[src/rosi_pkg.sv]
// ----------------------------------------------------------------------------
// rosi_pkg
// Shared constants and types for the ray versus oriented box slab test.
// ----------------------------------------------------------------------------
package rosi_pkg;

    localparam int COORD_W_DEF = 20;
    localparam int DIR_W       = 16;
    localparam int NUM_AXES    = 3;
    localparam int DOT_W       = 2 * DIR_W + 2;
    localparam int DIST_W      = 32;
    localparam int QUO_BITS    = DIST_W - 1;
    localparam int DIV_LAT     = QUO_BITS + 3;
    localparam int DOT_LAT     = 3;
    localparam int SLAB_LAT    = 2;
    localparam int CFG_IDX_W   = 3;

    localparam logic signed [DIST_W-1:0] DIST_SENT = 32'sh7FFF_FFFF;

    localparam logic [CFG_IDX_W-1:0] CFG_BOX_CENTER  = 3'd0;
    localparam logic [CFG_IDX_W-1:0] CFG_BOX_AXIS_U  = 3'd1;
    localparam logic [CFG_IDX_W-1:0] CFG_BOX_AXIS_V  = 3'd2;
    localparam logic [CFG_IDX_W-1:0] CFG_BOX_AXIS_W  = 3'd3;
    localparam logic [CFG_IDX_W-1:0] CFG_BOX_HALVES  = 3'd4;

    typedef struct packed {
        logic [NUM_AXES-1:0] dzero;
        logic [NUM_AXES-1:0] outside;
    } slab_flags_t;

endpackage

[src/rosi_slab.sv]
// ----------------------------------------------------------------------------
// rosi_slab
// Orders slab distances, narrows the interval and picks the hit distance.
// ----------------------------------------------------------------------------
module rosi_slab #(
    parameter int COORD_WIDTH = rosi_pkg::COORD_W_DEF
) (
    input  logic                                 clk,
    input  logic                                 en,
    input  logic signed [rosi_pkg::DIST_W-1:0]   q_a [rosi_pkg::NUM_AXES],
    input  logic signed [rosi_pkg::DIST_W-1:0]   q_b [rosi_pkg::NUM_AXES],
    input  rosi_pkg::slab_flags_t                flags,
    input  logic [COORD_WIDTH-1:0]               len,
    output logic                                 hit,
    output logic signed [rosi_pkg::DIST_W-1:0]   hit_dist
);

    localparam int NA = rosi_pkg::NUM_AXES;
    localparam int DW = rosi_pkg::DIST_W;

    logic signed [DW-1:0]   lo_reg [NA];
    logic signed [DW-1:0]   hi_reg [NA];
    rosi_pkg::slab_flags_t  flags_reg;
    logic [COORD_WIDTH-1:0] len_a_reg;
    logic [COORD_WIDTH-1:0] len_b_reg;
    logic signed [DW-1:0]   first_reg;
    logic signed [DW-1:0]   last_reg;
    logic                   fail_reg;
    logic signed [DW-1:0]   first_next;
    logic signed [DW-1:0]   last_next;
    logic signed [DW-1:0]   t;
    logic                   ok;

    always_comb
    begin
        first_next = -rosi_pkg::DIST_SENT;
        last_next  = rosi_pkg::DIST_SENT;
        for (int i = 0; i < NA; i++)
        begin
            if (!flags_reg.dzero[i])
            begin
                if (lo_reg[i] > first_next)
                begin
                    first_next = lo_reg[i];
                end
                if (hi_reg[i] < last_next)
                begin
                    last_next = hi_reg[i];
                end
            end
        end
    end

    always_ff @(posedge clk)
    begin
        if (en)
        begin
            for (int i = 0; i < NA; i++)
            begin
                lo_reg[i] <= (q_a[i] > q_b[i]) ? q_b[i] : q_a[i];
                hi_reg[i] <= (q_a[i] > q_b[i]) ? q_a[i] : q_b[i];
            end
            flags_reg <= flags;
            len_a_reg <= len;
            first_reg <= first_next;
            last_reg  <= last_next;
            fail_reg  <= |(flags_reg.dzero & flags_reg.outside);
            len_b_reg <= len_a_reg;
        end
    end

    assign ok       = !fail_reg && (first_reg <= last_reg);
    assign t        = (first_reg > 0) ? first_reg : last_reg;
    assign hit      = ok && ((DW+1)'(t) <= $signed((DW+1)'(len_b_reg)));
    assign hit_dist = ok ? t : '0;

endmodule

[config.mk]
export PLATFORM = sky130hd
export DESIGN_NAME = rosi_slab
export DESIGN_NICKNAME = d
export VERILOG_FILES = /design/src/rosi_pkg.sv /design/src/rosi_slab.sv
export SDC_FILE = /design/constraint.sdc
export NUM_CORES = 1
export LEC_CHECK = 0
export BUFFER_PORTS_ARGS = -buffer_cell sky130_fd_sc_hd__buf_2
export CAP_MARGIN = 20
export CORE_MARGIN = 4
export CORE_UTILIZATION = 40
export CTS_BUF_LIST = sky130_fd_sc_hd__clkbuf_4 sky130_fd_sc_hd__clkbuf_8 sky130_fd_sc_hd__clkbuf_16
export CTS_CLUSTER_DIAMETER = 200
export DETAILED_ROUTE_END_ITERATION = 10
export GPL_ROUTABILITY_DRIVEN = 0
export GPL_TIMING_DRIVEN = 1
export PLACE_DENSITY = 0.57
export SETUP_SLACK_MARGIN = 0.5
export SYNTH_ARGS = -nofsm -noshare
export SYNTH_HDL_FRONTEND = slang
export SYNTH_SLANG_ARGS = --single-unit
[constraint.sdc]
create_clock -name clk -period 15.55 [get_ports clk]
set_input_delay 3.11 -clock clk [delete_from_list [all_inputs] [get_ports clk]]
set_output_delay 3.11 -clock clk [all_outputs]
set_load 0.02 [all_outputs]
==> flow_summary.json, run 1 <==
{
  "nFillCells": 5311,
  "clkTransAtPathRegs_ps": 60,
  "cts_made_buffers": 37,
  "relSlewSlack": 0.2081,
  "clockBufferDepth": 3,
  "layout_common_cells": "303 x edfxtp_1, 273 x ha_1, 251 x buf_2",
  "finalPower_w": 0.003091,
  "grt_usage": 0.2282,
  "yosys.area_share.simple": 0.1469,
  "period_share": 0.5618,
  "synthToLayoutAreaGrowth_pct": 13.80,
  "synth_edf_count": 303,
  "rr_startpoint": "hi_reg[0][11]$_DFFE_PP_",
  "startpoint_type": "register",
  "worstMarginPinSlew_ps": 1179,
  "ir_worst_vdd_mv": 0.07469,
  "postRouteAntennaNets": 0,
  "dieHeight_microns": 246.3,
  "core_area_sq_um": 56280,
  "crit_arrival_ps": 9080,
  "synth-xor-area-share": 0,
  "num-nets-final": 2898,
  "grt_max_degree": 106,
  "viasPerCell": 5.809,
  "syn_avg_cell_area_sq_um": 10.27,
  "multiInputGateArea_sq_um": 12280,
  "final_max_slew_viol_count": 0,
  "drc_errors": 0,
  "drt_iter0_markers": 1475,
  "async_flop_share": 0,
  "portBuffers": 252,
  "place_inst": 3117,
  "antenna_found_initial": 1,
  "clk_latency_ps": 550,
  "grt_pass1_vias": 18010,
  "rrSetupSlack_ps": 6810,
  "synth_compound_area_frac": 0.1320,
  "hp-class": "register to register",
  "setup-tns-final_ps": 0,
  "ctsResizeCount": 0,
  "ff2ff_path_depth": 23,
  "routedWlPerCell_microns": 22.38,
  "crit_path_end_kind": "register",
  "synth_top_family_by_area": "adder cells",
  "yosysWarnings": 0,
  "drive_gt1_frac": 0.2114,
  "ys_seq_area_frac": 0.4005,
  "synth_nets": 2706,
  "drt_wl_total_microns": 71320,
  "netlist_area_sq_um": 22720,
  "cts_hold_buf": 0,
  "seq_area_sq_um": 9099,
  "p_leak_nw": 11.43,
  "drv_cap": 0,
  "stdcell_count": 3187,
  "reg2reg_to": "last_reg[31]$_DFFE_PP_",
  "synth.distinct_cells": 69,
  "dp_hpwl_microns": 55120,
  "worstPathRequired_ps": 15900,
  "fmax_ghz": 0.1145,
  "start_util": 0.4037,
  "cts.sinks": 303,
  "cts_tree": "done",
  "ys_ff_latch": 303,
  "post_cts_buffers": 0,
  "synthAdderAreaFrac": 0.1509,
  "status": "finished clean",
  "cp_max_fo": 33,
  "grt_pass1_wl_microns": 107100,
  "period_needed_ps": 8735,
  "pin_count": 253,
  "crit_type": "register to register",
  "crit_end": "last_reg[31]$_DFFE_PP_",
  "rsz0062_at_grt": "false",
  "netlist_instances": 2212,
  "ctsRootBufferMaster": "clkbuf_16",
  "yosys-mux-area-fraction": 0.1069,
  "p_per_area_nw_per_um2": 119.5,
  "gr-total-overflow": 0,
  "vias": 18510,
  "die-area_sq_um": 60680,
  "num_rows": 87,
  "finalSetupViolCount": 0,
  "hold_violations": 0,
  "htree_levels": 2,
  "num_antenna_cells": 0,
  "synth_ff_type": "edfxtp_1",
  "drt_pass1_iterations": 5,
  "holdWs_ps": 420.4,
  "finalClockSkew_ps": 21.86,
  "critPathLaunch": "hi_reg[0][11]$_DFFE_PP_",
  "mostFrequentLayoutCell": "edfxtp_1",
  "die_w_microns": 246.3
}
synth_stat cells, types with 5 or more instances:
cell type,number,area share
a2111oi_0,5,0.0019
a211o_1,5,0.0019
a21boi_0,34,0.011
a21o_1,62,0.020
a21oi_1,131,0.029
and3_1,34,0.0094
buf_1,9,0.0015
buf_2,13,0.0029
buf_6,7,0.0035
buf_8,5,0.0033
clkbuf_1,90,0.015
edfxtp_1,303,0.40
ha_1,274,0.15
inv_1,218,0.036
mux2_2,149,0.074
mux2i_1,72,0.032
nand2_1,78,0.013
nand2b_1,35,0.0096
nand3_1,154,0.034
nand4_1,117,0.032
nor2_1,113,0.019
nor2b_1,33,0.0091
nor3_1,20,0.0044
nor4_1,23,0.0063
o2111ai_1,65,0.025
o211ai_1,8,0.0026
o21a_1,20,0.0066
o21ai_0,31,0.0068
o31a_1,30,0.012
o31ai_1,7,0.0023
or3_1,5,0.0014
metal layers:
| metal | track usage | share of wire |
|---|---|---|
| met1 | 0.3141 | 0.44 |
| met2 | 0.3703 | 0.46 |
| met3 | 0.02960 | 0.064 |
| met4 | 0.08143 | 0.036 |
| met5 | 0 | 0.00028 |
cells by family after synthesis:
kind of cell	after synthesis
buffers and inverters	345
AOI/OAI and AO/OA	431
DFF	303
and+or+nand+nor	636
muxes	223
adders and majority gates	274
through the flow:
stage | area (sq um) | util | setup slack, ps
2_1_floorplan | 22720 | - | 8558
3_3_place_gp | 24580 | 0.4368 | 7032
3_5_place_dp | 24600 | 0.4372 | 6913
4_1_cts | 25760 | 0.4578 | 6882
5_1_grt | 25850 | 0.4594 | 6449
6_report | 25850 | 0.4594 | 6815
final cells by class:
class | count | share of cell area
clock inverter | 16 | 0.005275
inverter | 219 | 0.03180
clock buffer | 50 | 0.03959
multi-input combinational | 1564 | 0.4750
sequential | 303 | 0.3519
tap | 756 | 0.03659
timing repair buffer | 279 | 0.05982
power by group:
group	total [W]	internal, W	switching [W]
clock	0.000842	0.000496	0.000346
combinational	0.00108	0.000453	0.000624
sequential	0.00117	0.00107	0.000104
worst max-delay path: stages, from the launching register on:
cell and delay [ps]:
edfxtp_1 380, nand4_1 100, nor4_1 770, a21o_1 800, nor2_1 200, ha_1 380, nand4_1 200, or4_1 620
a31oi_1 280, nor3_2 90, nor3_4 150, buf_4 510, mux2i_1 630, ha_1 390, a21o_1 200, a21o_1 170
a2111oi_0 450, o31ai_1 140, a2111oi_0 420, buf_4 220, nor3_1 70, a211oi_4 500, buf_4 490, mux2i_1 340
worst min path at each step:
stage	startpoint	to	depth (start not counted)
finish	len_a_reg[11]$_DFFE_PP_	len_b_reg[11]$_DFFE_PP_	0
global route	len_a_reg[16]$_DFFE_PP_	len_b_reg[16]$_DFFE_PP_	0
CTS	len_a_reg[16]$_DFFE_PP_	len_b_reg[16]$_DFFE_PP_	0
detailed placement	len_a_reg[16]$_DFFE_PP_	len_b_reg[16]$_DFFE_PP_	0
global placement	len_a_reg[19]$_DFFE_PP_	len_b_reg[19]$_DFFE_PP_	0
floorplan	len_a_reg[0]$_DFFE_PP_	len_b_reg[0]$_DFFE_PP_	0
No activity file was read; power rests on OpenSTA's default activity.
==> run 2, diff against run 1 <==
--- a/config.mk
+++ b/config.mk
@@ -14,7 +14,7 @@
 export DETAILED_ROUTE_END_ITERATION = 10
 export GPL_ROUTABILITY_DRIVEN = 0
 export GPL_TIMING_DRIVEN = 1
-export PLACE_DENSITY = 0.57
+export PLACE_DENSITY = 0.59
 export SETUP_SLACK_MARGIN = 0.5
 export SYNTH_ARGS = -nofsm -noshare
 export SYNTH_HDL_FRONTEND = slang
==> constraint.sdc (replaced) <==
create_clock -name clk -period 7.19 [get_ports clk]
set_input_delay 1.438 -clock clk [delete_from_list [all_inputs] [get_ports clk]]
set_output_delay 1.438 -clock clk [all_outputs]
set_load 0.02 [all_outputs]
==> flow_summary.json, run 2 (synthesis results as in run 1) <==
{
  "status": "finished clean",
  "hp-class": "register to register",
  "reg2reg_to": "last_reg[25]$_DFFE_PP_",
  "routedWlPerCell_microns": 21.82,
  "dieHeight_microns": 246.3,
  "clockBufferDepth": 3,
  "crit_arrival_ps": 6870,
  "stdcell_count": 3291,
  "grt_pass1_vias": 18280,
  "num_rows": 87,
  "holdWs_ps": 417.7,
  "htree_levels": 2,
  "start_util": 0.4037,
  "startpoint_type": "register",
  "finalClockSkew_ps": 33.60,
  "drt_pass1_iterations": 7,
  "period_needed_ps": 6513,
  "drc_errors": 0,
  "crit_path_top_delay_cell": "or4b_1",
  "place_inst": 3204,
  "slowest_delay_ps": 560,
  "dp_hpwl_microns": 55850,
  "nFillCells": 5165,
  "ff2ff_path_depth": 26,
  "final_max_slew_viol_count": 0,
  "grt_usage": 0.2272,
  "ir_worst_vdd_mv": 0.1720,
  "clk_latency_ps": 560,
  "rsz0062_at_grt": "true",
  "rr_startpoint": "hi_reg[0][26]$_DFFE_PP_",
  "multiInputGateArea_sq_um": 12530,
  "viasPerCell": 5.700,
  "synthToLayoutAreaGrowth_pct": 19.53,
  "antenna_found_initial": 2,
  "cts_hold_buf": 0,
  "crit_path_end_kind": "register",
  "grt_max_degree": 162,
  "mostFrequentLayoutCell": "edfxtp_1",
  "crit_type": "register to register",
  "seq_area_sq_um": 9099,
  "clkTransAtPathRegs_ps": 60,
  "vias": 18760,
  "worstMarginPinSlew_ps": 1169,
  "p_leak_nw": 12.04,
  "die_w_microns": 246.3,
  "drt_wl_total_microns": 71810,
  "drt_iter0_markers": 1520,
  "fmax_ghz": 0.1535,
  "hold_start": "len_a_reg[17]$_DFFE_PP_",
  "period_share": 0.9059,
  "p_per_area_nw_per_um2": 261.9,
  "die-area_sq_um": 60680,
  "layout_common_cells": "303 x edfxtp_1, 272 x ha_1, 251 x buf_2",
  "drive_gt1_frac": 0.2578,
  "postRouteAntennaNets": 0,
  "hold_path_end": "len_b_reg[17]$_DFFE_PP_",
  "cts.sinks": 303,
  "ctsRootBufferMaster": "clkbuf_16",
  "cp_max_fo": 12,
  "drv_cap": 0,
  "num-nets-final": 3001,
  "gr-total-overflow": 0,
  "min_path_cells": 0,
  "pin_count": 253,
  "portBuffers": 252,
  "cts_made_buffers": 37,
  "hold_violations": 0,
  "finalSetupViolCount": 0,
  "relSlewSlack": 0.2143,
  "grt_pass1_wl_microns": 107200,
  "rrSetupSlack_ps": 680,
  "setup-tns-final_ps": 0,
  "worstPathRequired_ps": 7540,
  "core_area_sq_um": 56280,
  "cts_tree": "done"
}
[run 2: cell types whose count changed in the layout (fill, tap and decap cells not counted), sizes merged]
| cell | change |
|---|---|
| clkinv | -1 |
| bufinv | +4 |
| diode | +2 |
| clkbuf | -3 |
| clkinvlp | +1 |
| buf | +101 |
[run 2: timing repair]
| action | 4_1_cts | 5_1_grt |
|---|---|---|
| buffers inserted | 1 | 14 |
| resized for setup | 10 | 49 |
| endpoints found under the setup margin | 32 | 65 |
| pin swaps | 0 | 8 |
| gates cloned | 1 | 3 |
[run 2: layer usage]
| layer | GRT usage | share of wire |
|---|---|---|
| met2 | 0.3709 | 0.46 |
| met4 | 0.07475 | 0.033 |
| met3 | 0.03211 | 0.065 |
| met5 | 0 | 0 |
| met1 | 0.3118 | 0.44 |
[run 2: report_power, final]
| group | internal [W] | switching, W | total [W] |
|---|---|---|---|
| registers | 0.00231 | 0.000238 | 0.00255 |
| logic | 0.00117 | 0.00141 | 0.00258 |
| clock network | 0.00123 | 0.000754 | 0.00198 |
| total | 0.00471 | 0.00240 | 0.00711 |
[run 2: area by class of cell]
class,count,area share
flip-flops and latches,303,0.3350
clock buffers,45,0.03760
multi-input cells,1564,0.4614
inverters,219,0.03027
repair buffers,382,0.09122
clock inverters,20,0.009491
well taps,756,0.03483
diodes,2,0.0001843
[run 2: worst max-delay path by stage]
| stage | slack (ps) | endpoint | cells after the start | startpoint |
|---|---|---|---|---|
| after global placement | 440 | last_reg[0]$_DFFE_PP_ | 23 | hi_reg[0][31]$_DFFE_PP_ |
| after detailed placement | 170 | last_reg[0]$_DFFE_PP_ | 24 | hi_reg[0][31]$_DFFE_PP_ |
| final | 680 | last_reg[25]$_DFFE_PP_ | 26 | hi_reg[0][26]$_DFFE_PP_ |
| after CTS | 500 | hit | 15 | first_reg[21]$_DFFE_PP_ |
| after floorplan | 1040 | last_reg[0]$_DFFE_PP_ | 23 | hi_reg[0][31]$_DFFE_PP_ |
| after global routing | 430 | last_reg[25]$_DFFE_PP_ | 27 | hi_reg[0][26]$_DFFE_PP_ |
[run 2: stage by stage]
stage / worst slack [ps] / util / instance area [sq um] / power (W)
global route: 428.5 / 0.4826 / 27160 / 0.007495
global placement: 435.3 / 0.4504 / 25350 / 0.004905
floorplan: 1042 / - / 22720 / 0.004074
finish: 676.7 / 0.4826 / 27160 / 0.007112
CTS: 503.4 / 0.4747 / 26720 / 0.007002
detailed placement: 167.7 / 0.4504 / 25350 / 0.004981
[run 2: critical path: cells and delay by family, from the launching register on]
| family | cells | cell delay, ps |
|---|---|---|
| AOI/OAI and AO/OA | 5 | 990 |
| adders and majority gates | 2 | 620 |
| buffers and inverters | 6 | 950 |
| DFF | 1 | 390 |
| muxes | 1 | 280 |
| and+or+nand+nor | 12 | 3080 |
==> run 3, diff against run 2 <==
--- a/config.mk
+++ b/config.mk
@@ -8,13 +8,14 @@
 export BUFFER_PORTS_ARGS = -buffer_cell sky130_fd_sc_hd__buf_2
 export CAP_MARGIN = 20
 export CORE_MARGIN = 4
-export CORE_UTILIZATION = 40
+export CORE_UTILIZATION = 31
 export CTS_BUF_LIST = sky130_fd_sc_hd__clkbuf_4 sky130_fd_sc_hd__clkbuf_8 sky130_fd_sc_hd__clkbuf_16
 export CTS_CLUSTER_DIAMETER = 200
 export DETAILED_ROUTE_END_ITERATION = 10
 export GPL_ROUTABILITY_DRIVEN = 0
 export GPL_TIMING_DRIVEN = 1
-export PLACE_DENSITY = 0.59
+export PLACE_DENSITY = 0.48
+export RECOVER_POWER = 50
 export SETUP_SLACK_MARGIN = 0.5
 export SYNTH_ARGS = -nofsm -noshare
 export SYNTH_HDL_FRONTEND = slang
==> flow_summary.json, run 3 (synthesis results as in run 1) <==
{
  "status": "complete, but fails checks",
  "violations": "capacitance limit, slew limit",
  "drt_wl_total_microns": 78620,
  "route.met3.wl_microns": 4142,
  "hold_start": "len_a_reg[15]$_DFFE_PP_",
  "power.switching_w": 0.002536,
  "dieHeight_microns": 278.7,
  "cp_max_fo": 7,
  "cts_made_buffers": 37,
  "pin_count": 253,
  "grt_max_degree": 137,
  "die-area_sq_um": 77680,
  "period_needed_ps": 6669,
  "core_area_sq_um": 72100,
  "portBuffers": 252,
  "finalClockSkew_ps": 26.47,
  "clkPwrFrac": 0.260,
  "synthToLayoutAreaGrowth_pct": 25.15,
  "wl_met2_microns": 36300,
  "p_per_area_nw_per_um2": 255.0,
  "top_layer": "met4",
  "drv_cap": 1,
  "clockBufferDepth": 3,
  "cts.sinks": 303,
  "worstPathRequired_ps": 7500,
  "wl_met1_microns": 35480,
  "fmax_ghz": 0.1500,
  "antenna_found_initial": 5,
  "dpl_cell_area_sq_um": 25920,
  "stdcell_area_sq_um": 28430,
  "mostFrequentLayoutCell": "edfxtp_1",
  "vias": 18930,
  "drt_pass1_iterations": 6,
  "utilization": 0.3944,
  "critPathLaunch": "hi_reg[0][31]$_DFFE_PP_",
  "cts_hold_buf": 0,
  "num-nets-final": 3066,
  "ir_worst_vdd_mv": 0.1690,
  "rr_startpoint": "hi_reg[0][31]$_DFFE_PP_",
  "nFillCells": 7073,
  "startpoint_type": "register",
  "postRouteAntennaNets": 0,
  "final_max_slew_viol_count": 83,
  "crit_arrival_ps": 6980,
  "intPower_w": 0.004713,
  "drc_errors": 0,
  "crit_type": "register to register",
  "viasPerCell": 5.324,
  "p_seq_frac": 0.355,
  "clkTransAtPathRegs_ps": 60,
  "worstMarginPinSlew_ps": 4692,
  "grt_pass1_wl_microns": 114100,
  "ctsRootBufferMaster": "clkbuf_16",
  "finalSetupViolCount": 0,
  "crit_path_end_kind": "register",
  "pwr-share-comb": 0.385,
  "hp-class": "register to register",
  "routedWlPerCell_microns": 22.11,
  "grt_pass1_vias": 18450,
  "start_util": 0.3151,
  "p_leak_nw": 12.41,
  "htree_levels": 2,
  "grt_usage": 0.1901,
  "switching_share": 0.3498,
  "die_w_microns": 278.7,
  "cts_tree": "done",
  "clk_latency_ps": 560,
  "period_share": 0.9275,
  "num_rows": 98,
  "drt_iter0_markers": 1516,
  "dp_hpwl_microns": 60580,
  "hold_violations": 0,
  "gr-total-overflow": 0,
  "relSlewSlack": -2.128,
  "layout_common_cells": "303 x edfxtp_1, 256 x ha_1, 247 x buf_2",
  "rsz0062_at_grt": "true",
  "drive_gt1_frac": 0.2969,
  "setup-tns-final_ps": 0
}
==> run 3: area by class of cell <==
| class | count | area [sq um] | share of cell area |
|---|---|---|---|
| Tap cell | 950 | 1189 | 0.04181 |
| Timing Repair Buffer | 447 | 3063 | 0.1077 |
| Clock inverter | 24 | 222.7 | 0.007833 |
| Antenna cell | 6 | 15.01 | 0.0005281 |
| Clock buffer | 43 | 988.4 | 0.03476 |
| Sequential cell | 303 | 9099 | 0.3200 |
| Multi-Input combinational cell | 1564 | 13030 | 0.4584 |
| Inverter | 219 | 822.0 | 0.02891 |
==> run 3: repair_timing <==
action                     4_1_cts  5_1_grt
resized for setup               31      120
setup endpoints to repair       32       64
pin swaps                        3       53
cloned                           1        5
setup buffers                    2       33
==> run 3: worst paths after layout <==
path | depth (start not counted) | slack (ps) | endpoint
worst max-delay path | 26 | 520 | last_reg[0]$_DFFE_PP_
worst min-delay path | 0 | 410 | len_b_reg[15]$_DFFE_PP_
worst max register to register | 26 | 520 | last_reg[0]$_DFFE_PP_
worst min register to register | 0 | 410 | len_b_reg[15]$_DFFE_PP_
==> run 3: power groups by stage <==
| stage | sequential (W) | combinational (W) | clock, W |
|---|---|---|---|
| 2_1_floorplan | 0.00244 | 0.00164 | 0 |
| 3_3_place_gp | 0.00259 | 0.00245 | 0 |
| 3_5_place_dp | 0.00259 | 0.00250 | 0 |
| 4_1_cts | 0.00256 | 0.00257 | 0.00193 |
| 5_1_grt | 0.00260 | 0.00307 | 0.00201 |
| 6_report | 0.00257 | 0.00279 | 0.00188 |
==> run 3: metal layers <==
| layer | vias up | track usage |
|---|---|---|
| met5 | - | 0 |
| met3 | 117 | 0.02642 |
| met2 | 628 | 0.3046 |
| li1 | 9112 | - |
| met1 | 9075 | 0.2642 |
| met4 | 0 | 0.06629 |
==> run 3: metrics by stage <==
stage / power, W / cells / hold slack (ps) / worst slack, ps
CTS: 0.007052 / 3511 / 412.0 / 501.8
global route: 0.007678 / 3555 / 418.0 / 357.3
finish: 0.007249 / 3556 / 411.7 / 521.4
global placement: 0.005037 / 3440 / 403.3 / -765.7
floorplan: 0.004074 / 2212 / 400.3 / 1042
detailed placement: 0.005084 / 3441 / 406.1 / -779.8
==> run 3: critical path: stages (launching register included) <==
cell       delay, ps
edfxtp_1         400
nand4b_1         250
nor4_4           430
a21o_4           250
clkbuf_16        170
nor2_1            60
ha_1             280
nand4_1          160
buf_4            150
a211oi_2          40
or4b_4           540
o21a_1           220
nor3_4           240
buf_6            140
buf_12           110
buf_12           100
buf_6             90
mux2i_4          340
ha_4             190
nand4_1          120
or2_0            250
or4_4            480
or4_1            530
and4_4           170
a211oi_4         250
buf_6            150
mux2_4           300
